$ cat src/hw/rtl/size_class_slab_allocator_top_macros.svh
// ----------------------------------------------------------------------------
// Slab allocator assertion macros
// Shared concurrent assertion shorthands for the allocator RTL.
// ----------------------------------------------------------------------------
`ifndef SIZE_CLASS_SLAB_ALLOCATOR_TOP_MACROS_SVH
`define SIZE_CLASS_SLAB_ALLOCATOR_TOP_MACROS_SVH

// Plain property, checked outside reset
`define SCSA_ASSERT(lbl, clk, rst, prop, msg) \
   lbl: assert property (@(posedge clk) disable iff (rst) (prop)) else $error(msg);

// Same-cycle implication, checked outside reset
`define SCSA_ASSERT_IMPL(lbl, clk, rst, ante, cons, msg) \
   lbl: assert property (@(posedge clk) disable iff (rst) (ante) |-> (cons)) \
      else $error(msg);

`endif

$ cat src/hw/rtl/scsa_pkg.sv
// ----------------------------------------------------------------------------
// Slab allocator package
// Types, constants and helpers shared by the allocator modules.
// ----------------------------------------------------------------------------
`default_nettype none
package scsa_pkg;

   localparam int NUM_POOLS   = 16;
   localparam int POOL_SHIFT  = 12;             // 4096-byte pools
   localparam int SLOT_COUNT  = 256;            // slots of the smallest class
   localparam int POOL_IDX_W  = 4;
   localparam int POOL_CNT_W  = 5;
   localparam int SLOT_W      = 8;
   localparam int ADDR_W      = 17;
   localparam int SIZE_W      = 20;
   localparam int CLASS_W     = 13;
   localparam int CI_W        = 4;
   localparam int OFF_W       = 12;
   localparam int GROUP_W     = 16;
   localparam int GROUP_N     = SLOT_COUNT / GROUP_W;
   localparam logic [SIZE_W-1:0] MAX_CLASS_BYTES = 20'd4096;

   typedef enum logic [1:0] {
      OP_ALLOC = 2'd0,
      OP_FREE  = 2'd1,
      OP_RESET = 2'd2,
      OP_NOP   = 2'd3
   } op_type;

   typedef enum logic [2:0] {
      ST_OK        = 3'd0,
      ST_BAD_SIZE  = 3'd1,
      ST_NO_POOL   = 3'd2,
      ST_NULL      = 3'd3,
      ST_UNKNOWN   = 3'd4,
      ST_MISALIGN  = 3'd5,
      ST_DBL_FREE  = 3'd6
   } status_type;

   typedef enum logic [3:0] {
      S_IDLE,
      S_DISPATCH,
      S_SCAN,
      S_RDWAIT,
      S_PICK,
      S_FCHECK,
      S_RESP
   } state_type;

   // Classified request as it sits in the queue
   typedef struct packed {
      op_type             op;
      logic               bad_size;
      logic [CI_W-1:0]    ci;
      status_type         pre_status;   // early free verdict, ST_OK if none
      logic [POOL_CNT_W-1:0] pool;
      logic [OFF_W-1:0]   off;
   } item_type;

   // Queue handshake from front to back
   typedef struct packed {
      logic     valid;
      item_type item;
   } queue_out_type;

   // Slot size in bytes of a class index
   function automatic logic [CLASS_W-1:0] class_bytes(input logic [CI_W-1:0] ci);
      class_bytes = CLASS_W'(16) << ci;
   endfunction

endpackage
`default_nettype wire

$ cat src/hw/rtl/scsa_front.sv
// ----------------------------------------------------------------------------
// Slab allocator front end
// Accepts requests, classifies them and holds them in a two-beat queue.
// ----------------------------------------------------------------------------
`default_nettype none
module scsa_front import scsa_pkg::*; (
   input  wire logic                clock,
   input  wire logic                reset,
   input  wire logic                req_valid,
   output logic                     req_stall,
   input  wire logic [1:0]          req_type,
   input  wire logic [SIZE_W-1:0]   req_size,
   input  wire logic [ADDR_W-1:0]   req_address,
   output queue_out_type            q_out,
   input  wire logic                q_pop
);
   item_type         cls_item;
   item_type         entry_ff [2];
   logic             wr_ptr_ff, wr_ptr_in;
   logic             rd_ptr_ff, rd_ptr_in;
   logic [1:0]       count_ff, count_in;
   logic             push;
   logic [CI_W-1:0]  ci;

   // Class index: smallest class that holds the size
   always_comb begin
      ci = CI_W'(8);
      for (int i = 7; i >= 0; i--) begin
         if (req_size <= (SIZE_W'(16) << i)) begin
            ci = CI_W'(i);
         end
      end
   end

   // Classify the incoming beat
   always_comb begin
      cls_item.op         = op_type'(req_type);
      cls_item.bad_size   = (req_size == '0) || (req_size > MAX_CLASS_BYTES);
      cls_item.ci         = ci;
      cls_item.pool       = req_address[ADDR_W-1:POOL_SHIFT] - POOL_CNT_W'(1);
      cls_item.off        = req_address[OFF_W-1:0];
      if (req_address == '0) begin
         cls_item.pre_status = ST_NULL;
      end else if (req_address[ADDR_W-1:POOL_SHIFT] == '0) begin
         cls_item.pre_status = ST_UNKNOWN;
      end else begin
         cls_item.pre_status = ST_OK;
      end
   end

   assign req_stall   = (count_ff == 2'd2);
   assign push        = req_valid && !req_stall;
   assign q_out.valid = (count_ff != 2'd0);
   assign q_out.item  = entry_ff[rd_ptr_ff];

   // Queue pointers
   always_comb begin
      wr_ptr_in = wr_ptr_ff ^ push;
      rd_ptr_in = rd_ptr_ff ^ q_pop;
      count_in  = count_ff + 2'(push) - 2'(q_pop);
   end

   always_ff @(posedge clock) begin
      if (reset) begin
         wr_ptr_ff <= 1'b0;
         rd_ptr_ff <= 1'b0;
         count_ff  <= 2'd0;
      end else begin
         wr_ptr_ff <= wr_ptr_in;
         rd_ptr_ff <= rd_ptr_in;
         count_ff  <= count_in;
      end
   end

   // Queue storage
   always_ff @(posedge clock) begin
      if (push) begin
         entry_ff[wr_ptr_ff] <= cls_item;
      end
   end
endmodule
`default_nettype wire

$ cat config.mk
export PLATFORM = sky130hd
export DESIGN_NAME = scsa_front
export DESIGN_NICKNAME = d
export VERILOG_FILES = /design/src/hw/rtl/size_class_slab_allocator_top_macros.svh /design/src/hw/rtl/scsa_pkg.sv /design/src/hw/rtl/scsa_front.sv
export SDC_FILE = /design/constraint.sdc
export NUM_CORES = 1
export LEC_CHECK = 0
export BUFFER_PORTS_ARGS = -buffer_cell sky130_fd_sc_hd__buf_2
export CAP_MARGIN = 40
export CELL_PAD_IN_SITES_DETAIL_PLACEMENT = 1
export CELL_PAD_IN_SITES_GLOBAL_PLACEMENT = 1
export CORE_AREA = 2 2 93 73
export CTS_BUF_LIST = sky130_fd_sc_hd__clkbuf_8 sky130_fd_sc_hd__clkbuf_16
export DETAILED_ROUTE_END_ITERATION = 10
export DIE_AREA = 0 0 95 75
export PLACE_DENSITY_LB_ADDON = 0.08
export SETUP_SLACK_MARGIN = 0.02
export SLEW_MARGIN = 0
export SYNTH_ARGS = -nofsm -noshare
export SYNTH_HDL_FRONTEND = slang
export SYNTH_SLANG_ARGS = --single-unit
export TNS_END_PERCENT = 1
$ cat constraint.sdc
create_clock -name clock -period 3.1 [get_ports clock]
set_input_delay 0.155 -clock clock [delete_from_list [all_inputs] [get_ports clock]]
set_output_delay 0.155 -clock clock [all_outputs]
set_load 0.01 [all_outputs]
==> impl_results.html, run 1 <==
<table>
<tr><th>Metric</th><th>Value</th></tr>
<tr><th colspan="2">Run status</th></tr>
<tr><td>Outcome</td><td>finished, final reports clean</td></tr>
<tr><th colspan="2">STA</th></tr>
<tr><td>Aggregate negative setup slack</td><td>0 ns</td></tr>
<tr><td>Transition time of the tightest slew-check pin</td><td>0.633 ns</td></tr>
<tr><td>Fmax</td><td>around 460 MHz</td></tr>
<tr><td>Final Max Tran Viols</td><td>0</td></tr>
<tr><td>Worst Skew</td><td>roughly 0.0065 ns</td></tr>
<tr><td>Final setup violation count</td><td>0</td></tr>
<tr><td>Fraction of the cycle the final worst path needs</td><td>around 71%</td></tr>
<tr><td>Unrepaired setup endpoints after global routing</td><td>no</td></tr>
<tr><td>Fin. Hold Viols</td><td>0</td></tr>
<tr><td>Slew headroom</td><td>approximately 57%</td></tr>
<tr><td>Final hold slack</td><td>around 0.038 ns</td></tr>
<tr><td>Minimum clock period</td><td>between 2 and 2.5 ns</td></tr>
<tr><th colspan="2">Synth</th></tr>
<tr><td>Most used DFF post-synth</td><td>sky130_fd_sc_hd__edfxtp_1</td></tr>
<tr><td>Async set-or-reset flop fraction in the synthesized netlist</td><td>0%</td></tr>
<tr><td>Cell area after technology mapping</td><td>around 0.0025 mm²</td></tr>
<tr><td>Share of Yosys cell area claimed by the top area cell type</td><td>a little under two thirds</td></tr>
<tr><td>Post-Synthesis Mean Instance Area</td><td>roughly 15 µm²</td></tr>
<tr><td>Most area-consuming cells after synthesis</td><td>sky130_fd_sc_hd__edfxtp_1 63%, sky130_fd_sc_hd__mux2_2 12%, sky130_fd_sc_hd__dfxtp_1 3.3%</td></tr>
<tr><td>Cell taking the most area after synthesis</td><td>sky130_fd_sc_hd__edfxtp_1</td></tr>
<tr><td>Cell count after synthesis</td><td>166</td></tr>
<tr><td>Number of library cell types mapped by synthesis</td><td>35</td></tr>
<tr><td>Warning count from the yosys run</td><td>0</td></tr>
<tr><td>Number of enable flip-flop cells after synthesis</td><td>52</td></tr>
<tr><td>Commonest cells in the synthesized netlist</td><td>52 x sky130_fd_sc_hd__edfxtp_1, 26 x sky130_fd_sc_hd__mux2_2, 10 x sky130_fd_sc_hd__nor2_1</td></tr>
<tr><td>Portion of the post-synthesis area used by sequential elements</td><td>between 60% and 70%</td></tr>
<tr><td>Cell with the most instances after synthesis</td><td>sky130_fd_sc_hd__edfxtp_1</td></tr>
<tr><td>Nets in the synthesized netlist</td><td>214</td></tr>
<tr><td>Register bit count reported by yosys</td><td>56</td></tr>
<tr><th colspan="2">Layout</th></tr>
<tr><td>Final net count</td><td>287</td></tr>
<tr><td>Final cell area excluding filler cells</td><td>0.00298 mm²</td></tr>
<tr><td>Ant diodes</td><td>0</td></tr>
<tr><td>P&amp;R area growth vs syn</td><td>21.3%</td></tr>
<tr><td>Number of cells in the finished layout apart from fillers</td><td>320</td></tr>
<tr><td>Layout cell share with drive strength beyond 1</td><td>around 46%</td></tr>
<tr><th colspan="2">Drt</th></tr>
<tr><td>Vias per Instance</td><td>about 5.0</td></tr>
<tr><td>Routed len/inst</td><td>approximately 15 µm</td></tr>
<tr><td>Count of TritonRoute iterations in the first routing pass</td><td>4</td></tr>
<tr><td>Routed via count</td><td>1,602</td></tr>
<tr><td>Number of DRC violations after detailed routing</td><td>0</td></tr>
<tr><td>Final Routed Wirelength</td><td>between 4 and 5 mm</td></tr>
<tr><td>Post-DRT Antenna Nets</td><td>0</td></tr>
<tr><td>Drt initial violations</td><td>52</td></tr>
<tr><th colspan="2">CTS</th></tr>
<tr><td>Clock tree from TritonCTS</td><td>yes</td></tr>
<tr><td>CTS clk-pin slew, worst paths</td><td>approximately 0.090 ns</td></tr>
<tr><td>CTS Root Buffer Type</td><td>sky130_fd_sc_hd__clkbuf_8</td></tr>
<tr><td>Largest buffer count on any clock path</td><td>2</td></tr>
<tr><td>Number of hold buffers added after CTS</td><td>0</td></tr>
<tr><td>Number of levels in the clock H-tree</td><td>2</td></tr>
<tr><td>CTS sink cnt</td><td>56</td></tr>
<tr><td>Setup repair bufs after CTS</td><td>0</td></tr>
<tr><td>Insertion delay to the later sink of the worst-skew pair</td><td>~0.30 ns</td></tr>
<tr><td>PostCTS Resize Cnt</td><td>0</td></tr>
<tr><td>Number of buffers inserted during clock tree synthesis</td><td>5</td></tr>
<tr><th colspan="2">GRT</th></tr>
<tr><td>Global-route wire length before repair</td><td>7.70 mm</td></tr>
<tr><td>Antenna violations before repair</td><td>0</td></tr>
<tr><td>Total global-route track usage</td><td>between 10 and 15%</td></tr>
<tr><td>Gr ovfl total</td><td>0</td></tr>
<tr><td>Pin count of the biggest net entering global routing</td><td>27</td></tr>
<tr><td>Number of global-route vias before repair</td><td>1,634</td></tr>
<tr><th colspan="2">Worst setup path</th></tr>
<tr><td>Endpoint arrival time on the critical path</td><td>approximately 2.3 ns</td></tr>
<tr><td>Worst path max stage delay</td><td>around 0.62 ns</td></tr>
<tr><td>Sort of element at the end of the critical path</td><td>flop</td></tr>
<tr><td>Cell Chain, Critical Path</td><td>buf_2 &gt; or4_1 &gt; or4_1 &gt; or4b_1 &gt; a21o_1 &gt; a41oi_2</td></tr>
<tr><td>Slowest cell on the critical path</td><td>sky130_fd_sc_hd__or4_1</td></tr>
<tr><td>Internal reg-to-reg setup slack</td><td>between 1.5 and 2 ns</td></tr>
<tr><td>Most prevalent standard cell on the critical path</td><td>sky130_fd_sc_hd__or4_1</td></tr>
<tr><td>CP Launch Type</td><td>input port</td></tr>
<tr><td>Worst-path fanout max</td><td>7</td></tr>
<tr><td>Required time worst endpoint</td><td>around 3.2 ns</td></tr>
<tr><td>Category of the critical setup timing path</td><td>in2reg</td></tr>
<tr><th colspan="2">Power and ir drop</th></tr>
<tr><td>Pwr per Cell Area</td><td>588 mW/mm²</td></tr>
<tr><td>Total leakage power</td><td>1.15 nW</td></tr>
<tr><td>IR drop worst, VDD</td><td>317 µV</td></tr>
<tr><td>Total chip power</td><td>~0.0018 W</td></tr>
<tr><th colspan="2">Placed design</th></tr>
<tr><td>Number of port buffers</td><td>71</td></tr>
<tr><td>Placer's final routability congestion estimate</td><td>about 0.74</td></tr>
<tr><td>Area after DPL</td><td>about 0.0029 mm²</td></tr>
<tr><td>Placed insts</td><td>approximately 310</td></tr>
<tr><td>Hpwl dp</td><td>approximately 3.7 mm</td></tr>
<tr><th colspan="2">Job</th></tr>
<tr><td>Max-cap violations</td><td>0</td></tr>
<tr><th colspan="2">Floorplan</th></tr>
<tr><td>Chip Height</td><td>75 µm</td></tr>
<tr><td>Initial standard-cell utilization of the core</td><td>approximately two fifths</td></tr>
<tr><td>CORE AREA</td><td>roughly 0.006 mm²</td></tr>
<tr><td>I/O pin total</td><td>between 70 and 80</td></tr>
<tr><td>Die Span X</td><td>95 µm</td></tr>
<tr><td>Area of the die</td><td>~0.0071 mm²</td></tr>
<tr><td>Number of placement rows</td><td>25</td></tr>
<tr><th colspan="2">Worst hold path</th></tr>
<tr><td>Class of the tightest hold or removal check</td><td>in2reg</td></tr>
</table>
[worst max-delay path: cells and delay by family]
kind	cells	cell delay (ns)
AND/OR/NAND/NOR	3	1.69
buffers and inverters	1	0.09
AO/OA/AOI/OAI	2	0.39
[registers in the layout, indices dropped and copies added (netlist names)]
register	flops
count_ff	2
entry_ff	52
rd_ptr_ff	1
wr_ptr_ff	1
[stage by stage]
stage	setup WS (ns)	utilization, %
2_1_floorplan	0.833	-
3_3_place_gp	0.722	47.1
3_5_place_dp	0.599	47.1
4_1_cts	0.908	48.4
5_1_grt	0.820	48.4
6_report	0.904	48.4
[metal layers]
metal / vias to the layer above / GRT usage [%] / share of wire, %
met4: 0 / 5.15 / 1.4
met1: 767 / 18.1 / 44
met3: 9 / 3.10 / 5.4
met5: - / 0 / 0
li1: 768 / - / -
met2: 58 / 25.1 / 49
[cell families after synthesis]
group	Yosys count	synth area share (%)
AO/OA/AOI/OAI	13	3.76
XOR/XNOR	6	2.14
AND/OR/NAND/NOR	43	9.82
adder cells (fa/ha/maj)	6	2.95
buffers and inverters	16	2.70
flip-flops	56	66.7
multiplexers	26	11.9
[worst paths after layout]
kind	cells after the start	to	from
setup / recovery	6	entry_ff[0][20]$_DFFE_PP_	req_size[1]
hold / removal	1	entry_ff[0][25]$_DFFE_PP_	req_type[0]
setup reg to reg	8	count_ff[1]$_SDFF_PP0_	count_ff[0]$_SDFF_PP0_
hold reg to reg	3	wr_ptr_ff$_SDFF_PP0_	wr_ptr_ff$_SDFF_PP0_
[cells in the final DEF, fill, tap and decap left out, types with 3 or more instances in the layout]
cell type / count
sky130_fd_sc_hd__buf_4: 3
sky130_fd_sc_hd__nor4_1: 7
sky130_fd_sc_hd__nand3_1: 3
sky130_fd_sc_hd__a21oi_1: 4
sky130_fd_sc_hd__xnor2_1: 3
sky130_fd_sc_hd__edfxtp_1: 52
sky130_fd_sc_hd__mux2_2: 26
sky130_fd_sc_hd__xor2_1: 3
sky130_fd_sc_hd__dfxtp_1: 4
sky130_fd_sc_hd__clkbuf_8: 5
sky130_fd_sc_hd__nor2b_1: 3
sky130_fd_sc_hd__buf_2: 71
sky130_fd_sc_hd__inv_1: 8
sky130_fd_sc_hd__nand2_1: 5
sky130_fd_sc_hd__nor2_1: 10
sky130_fd_sc_hd__ha_1: 5
[layout make-up]
| type | instances | area [µm²] |
|---|---|---|
| clock buffer | 5 | 68.8 |
| clock inverter | 2 | 12.5 |
| fill | 649 | 3180 |
| inverter | 8 | 30.0 |
| multi-input combinational | 94 | 752 |
| sequential | 56 | 1640 |
| tap | 81 | 101 |
| timing repair buffer | 74 | 378 |
[power breakdown]
group	total, W	internal [W]	leakage [nW]	switching (W)
registers	0.000990	0.000959	0.513	0.0000306
clock network	0.000366	0.000154	0.0416	0.000212
logic	0.000398	0.000176	0.592	0.000222
total	0.00175	0.00129	1.15	0.000465
Power figures use the tool's default switching activity.
==> run 2, diff against run 1 <==
CORE_AREA = 2 2 98 76   (was 2 2 93 73)
DIE_AREA = 0 0 100 78   (was 0 0 95 75)
clock period = 1.9 ns   (was 3.1 ns; I/O delays follow)
==> impl_results.html, run 2 (same netlist as run 1, synthesis figures left out) <==
<table>
<tr><th>Metric</th><th>Value</th></tr>
<tr><th colspan="2">Layout</th></tr>
<tr><td>Largest register by flop count</td><td>entry_ff</td></tr>
<tr><td>Number of fill cells in the layout</td><td>726 (+12%)</td></tr>
<tr><td>Layout cell share with drive strength beyond 1</td><td>46.4% (+0.34 points)</td></tr>
<tr><td>P&amp;R area growth vs syn</td><td>31.9%</td></tr>
<tr><td>Max FFs per register</td><td>52 (unchanged)</td></tr>
<tr><td>Top flop regs</td><td>entry_ff: 52 flops, count_ff: 2 flops</td></tr>
<tr><td>Ant diodes</td><td>0 (unchanged)</td></tr>
<tr><td>Area of combinational cells with multiple inputs</td><td>778 µm² (+3.5%)</td></tr>
<tr><td>Leading cell types in the layout, fill and taps excluded</td><td>70 x sky130_fd_sc_hd__buf_2, 52 x sky130_fd_sc_hd__edfxtp_1, 26 x sky130_fd_sc_hd__mux2_2</td></tr>
<tr><td>FF+latch area</td><td>0.00164 mm² (unchanged)</td></tr>
<tr><td>Most common cell after layout, fill and taps aside</td><td>sky130_fd_sc_hd__buf_2</td></tr>
<tr><td>Final design utilization</td><td>48.0% (-0.46 points)</td></tr>
<tr><td>Final net count</td><td>308 (+7.3%)</td></tr>
<tr><th colspan="2">CTS</th></tr>
<tr><td>CTS clk-pin slew, worst paths</td><td>0.10 ns (about the same)</td></tr>
<tr><td>Number of buffers inserted during clock tree synthesis</td><td>5 (unchanged)</td></tr>
<tr><td>CTS sink cnt</td><td>56 (unchanged)</td></tr>
<tr><td>CTS Root Buffer Type</td><td>sky130_fd_sc_hd__clkbuf_8</td></tr>
<tr><td>Clock tree from TritonCTS</td><td>yes</td></tr>
<tr><td>Setup repair bufs after CTS</td><td>0 (unchanged)</td></tr>
<tr><td>Number of levels in the clock H-tree</td><td>2 (unchanged)</td></tr>
<tr><td>Largest buffer count on any clock path</td><td>2 (unchanged)</td></tr>
<tr><td>Insertion delay to the later sink of the worst-skew pair</td><td>0.31 ns (about the same)</td></tr>
<tr><th colspan="2">Floorplan</th></tr>
<tr><td>Area of the die</td><td>0.00780 mm² (+9.5%)</td></tr>
<tr><td>I/O pin total</td><td>72 (unchanged)</td></tr>
<tr><td>CORE AREA</td><td>0.00677 mm² (+9.8%)</td></tr>
<tr><td>Die Span X</td><td>100 µm (+5.3%)</td></tr>
<tr><td>Number of placement rows</td><td>26 (+4.0%)</td></tr>
<tr><td>Initial standard-cell utilization of the core</td><td>36.4% (-3.6 points)</td></tr>
<tr><td>Chip Height</td><td>78 µm (+4.0%)</td></tr>
<tr><th colspan="2">Job</th></tr>
<tr><td>Max-cap violations</td><td>0 (unchanged)</td></tr>
<tr><th colspan="2">Placed design</th></tr>
<tr><td>Number of port buffers</td><td>71 (unchanged)</td></tr>
<tr><td>Hpwl dp</td><td>3.54 mm (-3.3%)</td></tr>
<tr><td>Setup slack at placement</td><td>-0.311 ns (-0.910 ns)</td></tr>
<tr><td>Placer's final routability congestion estimate</td><td>0.726 (-1.6%)</td></tr>
<tr><th colspan="2">Drt</th></tr>
<tr><td>Met2 WL</td><td>2.25 mm (-5.9%)</td></tr>
<tr><td>WL met3</td><td>269 µm (+3.1%)</td></tr>
<tr><td>Final Routed Wirelength</td><td>5.04 mm (+3.7%)</td></tr>
<tr><td>Routed len/inst</td><td>14.6 µm (-3.8%)</td></tr>
<tr><td>Routed via count</td><td>1,650 (+3.0%)</td></tr>
<tr><td>Count of TritonRoute iterations in the first routing pass</td><td>4 (unchanged)</td></tr>
<tr><td>Number of DRC violations after detailed routing</td><td>0 (unchanged)</td></tr>
<tr><td>Post-DRT Antenna Nets</td><td>0 (unchanged)</td></tr>
<tr><td>Drt initial violations</td><td>46 (-12%)</td></tr>
<tr><td>Met1 Wirelength</td><td>2.49 mm (+16%)</td></tr>
<tr><td>Top Layer Used</td><td>met4</td></tr>
<tr><td>Vias per Instance</td><td>4.78 (-4.5%)</td></tr>
<tr><th colspan="2">GRT</th></tr>
<tr><td>Total global-route track usage</td><td>13.6% (-0.86 points)</td></tr>
<tr><td>Gr ovfl total</td><td>0 (unchanged)</td></tr>
<tr><td>Antenna violations before repair</td><td>0 (unchanged)</td></tr>
<tr><td>Global-route wire length before repair</td><td>8.22 mm (+6.8%)</td></tr>
<tr><td>Number of global-route vias before repair</td><td>1,689 (+3.4%)</td></tr>
<tr><td>Pin count of the biggest net entering global routing</td><td>20 (-26%)</td></tr>
<tr><th colspan="2">Worst setup path</th></tr>
<tr><td>Worst-path fanout max</td><td>2 (-5)</td></tr>
<tr><td>CP Launch Type</td><td>input port</td></tr>
<tr><td>Required time worst endpoint</td><td>2.05 ns (-1.18 ns)</td></tr>
<tr><td>Endpoint arrival time on the critical path</td><td>2.00 ns (-0.32 ns)</td></tr>
<tr><td>Most prevalent standard cell on the critical path</td><td>sky130_fd_sc_hd__or4_4</td></tr>
<tr><td>Category of the critical setup timing path</td><td>in2reg</td></tr>
<tr><td>Worst path max stage delay</td><td>0.52 ns (-0.10 ns)</td></tr>
<tr><td>Cell Chain, Critical Path</td><td>buf_6 &gt; or4_4 &gt; or4_4 &gt; or4b_4 &gt; a21o_1 &gt; a41oi_2</td></tr>
<tr><td>Sort of element at the end of the critical path</td><td>flop</td></tr>
<tr><td>Slowest cell on the critical path</td><td>sky130_fd_sc_hd__or4_4</td></tr>
<tr><th colspan="2">Power and ir drop</th></tr>
<tr><td>Total chip power</td><td>0.00308 W (+76%)</td></tr>
<tr><td>IR drop worst, VDD</td><td>337 µV (+6.5%)</td></tr>
<tr><td>Total leakage power</td><td>1.27 nW (+11%)</td></tr>
<tr><td>Pwr per Cell Area</td><td>949 mW/mm² (+62%)</td></tr>
<tr><th colspan="2">STA</th></tr>
<tr><td>Fmax</td><td>539 MHz</td></tr>
<tr><td>Minimum clock period</td><td>1.86 ns</td></tr>
<tr><td>Final setup violation count</td><td>0 (unchanged)</td></tr>
<tr><td>Final Max Tran Viols</td><td>0 (unchanged)</td></tr>
<tr><td>Worst Skew</td><td>0.00874 ns (+0.00226 ns)</td></tr>
<tr><td>Fin. Hold Viols</td><td>0 (unchanged)</td></tr>
<tr><td>Final critical-path setup slack</td><td>0.0442 ns (-0.860 ns)</td></tr>
<tr><td>Transition time of the tightest slew-check pin</td><td>0.363 ns (-0.270 ns)</td></tr>
<tr><td>Unrepaired setup endpoints after global routing</td><td>yes</td></tr>
<tr><td>Slew headroom</td><td>75.6% (+18 points)</td></tr>
<tr><td>Final hold slack</td><td>0.0566 ns (+0.0188 ns)</td></tr>
<tr><td>Fraction of the cycle the final worst path needs</td><td>97.7%</td></tr>
<tr><th colspan="2">Worst hold path</th></tr>
<tr><td>Class of the tightest hold or removal check</td><td>in2reg</td></tr>
<tr><th colspan="2">Run status</th></tr>
<tr><td>Outcome</td><td>finished, final reports clean</td></tr>
</table>
[run 2: worst max-delay path: cells and delay by family]
family	cells	cell delay [ns]
buffers and inverters	1	0.09
AO/OA/AOI/OAI	2	0.38
AND/OR/NAND/NOR	3	1.44
[run 2: layout make-up]
class / instances / area share, %
Clock inverter: 3 / 1.31
Sequential cell: 56 / 50.6
Inverter: 8 / 0.925
Timing Repair Buffer: 95 / 17.8
Tap cell: 84 / 3.24
Clock buffer: 5 / 2.12
Multi-Input combinational cell: 94 / 24.0
[run 2: path summary, 6_finish.rpt]
path / startpoint / to / slack [ns] / depth (start not counted)
max reg2reg: count_ff[0]$_SDFF_PP0_ / count_ff[1]$_SDFF_PP0_ / 0.42 / 8
min: q_pop / rd_ptr_ff$_SDFF_PP0_ / 0.06 / 3
min reg2reg: wr_ptr_ff$_SDFF_PP0_ / wr_ptr_ff$_SDFF_PP0_ / 0.57 / 3
max: req_size[1] / entry_ff[1][20]$_DFFE_PP_ / 0.04 / 6
[run 2: where the power goes]
part,internal (W),switching (W),total (W)
logic,0.000326,0.000375,0.000701
clock network,0.000393,0.000379,0.000772
registers,0.00156,0.0000444,0.00161
total,0.00228,0.000798,0.00308
[run 2: metal layers]
| metal | GRT usage, % | up-vias |
|---|---|---|
| met2 | 21.1 | 49 |
| met4 | 3.70 | 0 |
| met3 | 3.60 | 5 |
| met5 | 0 | - |
| met1 | 18.8 | 788 |
| li1 | - | 808 |
[run 2: stage by stage]
stage	setup TNS [ns]	cells	instance area, µm²
finish	0	345	3250
floorplan	-1.09	166	2460
CTS	0	345	3220
detailed placement	-1.57	322	2950
global route	0	345	3250
global placement	-1.38	322	2950
[run 2: timing repair]
item | CTS | global route
setup endpoints to repair | 2 | 4
hold buffers | 15 | 0
gates resized for setup | 1 | 5
endpoints found under the hold margin | 28 | 0
pin swaps | 0 | 1
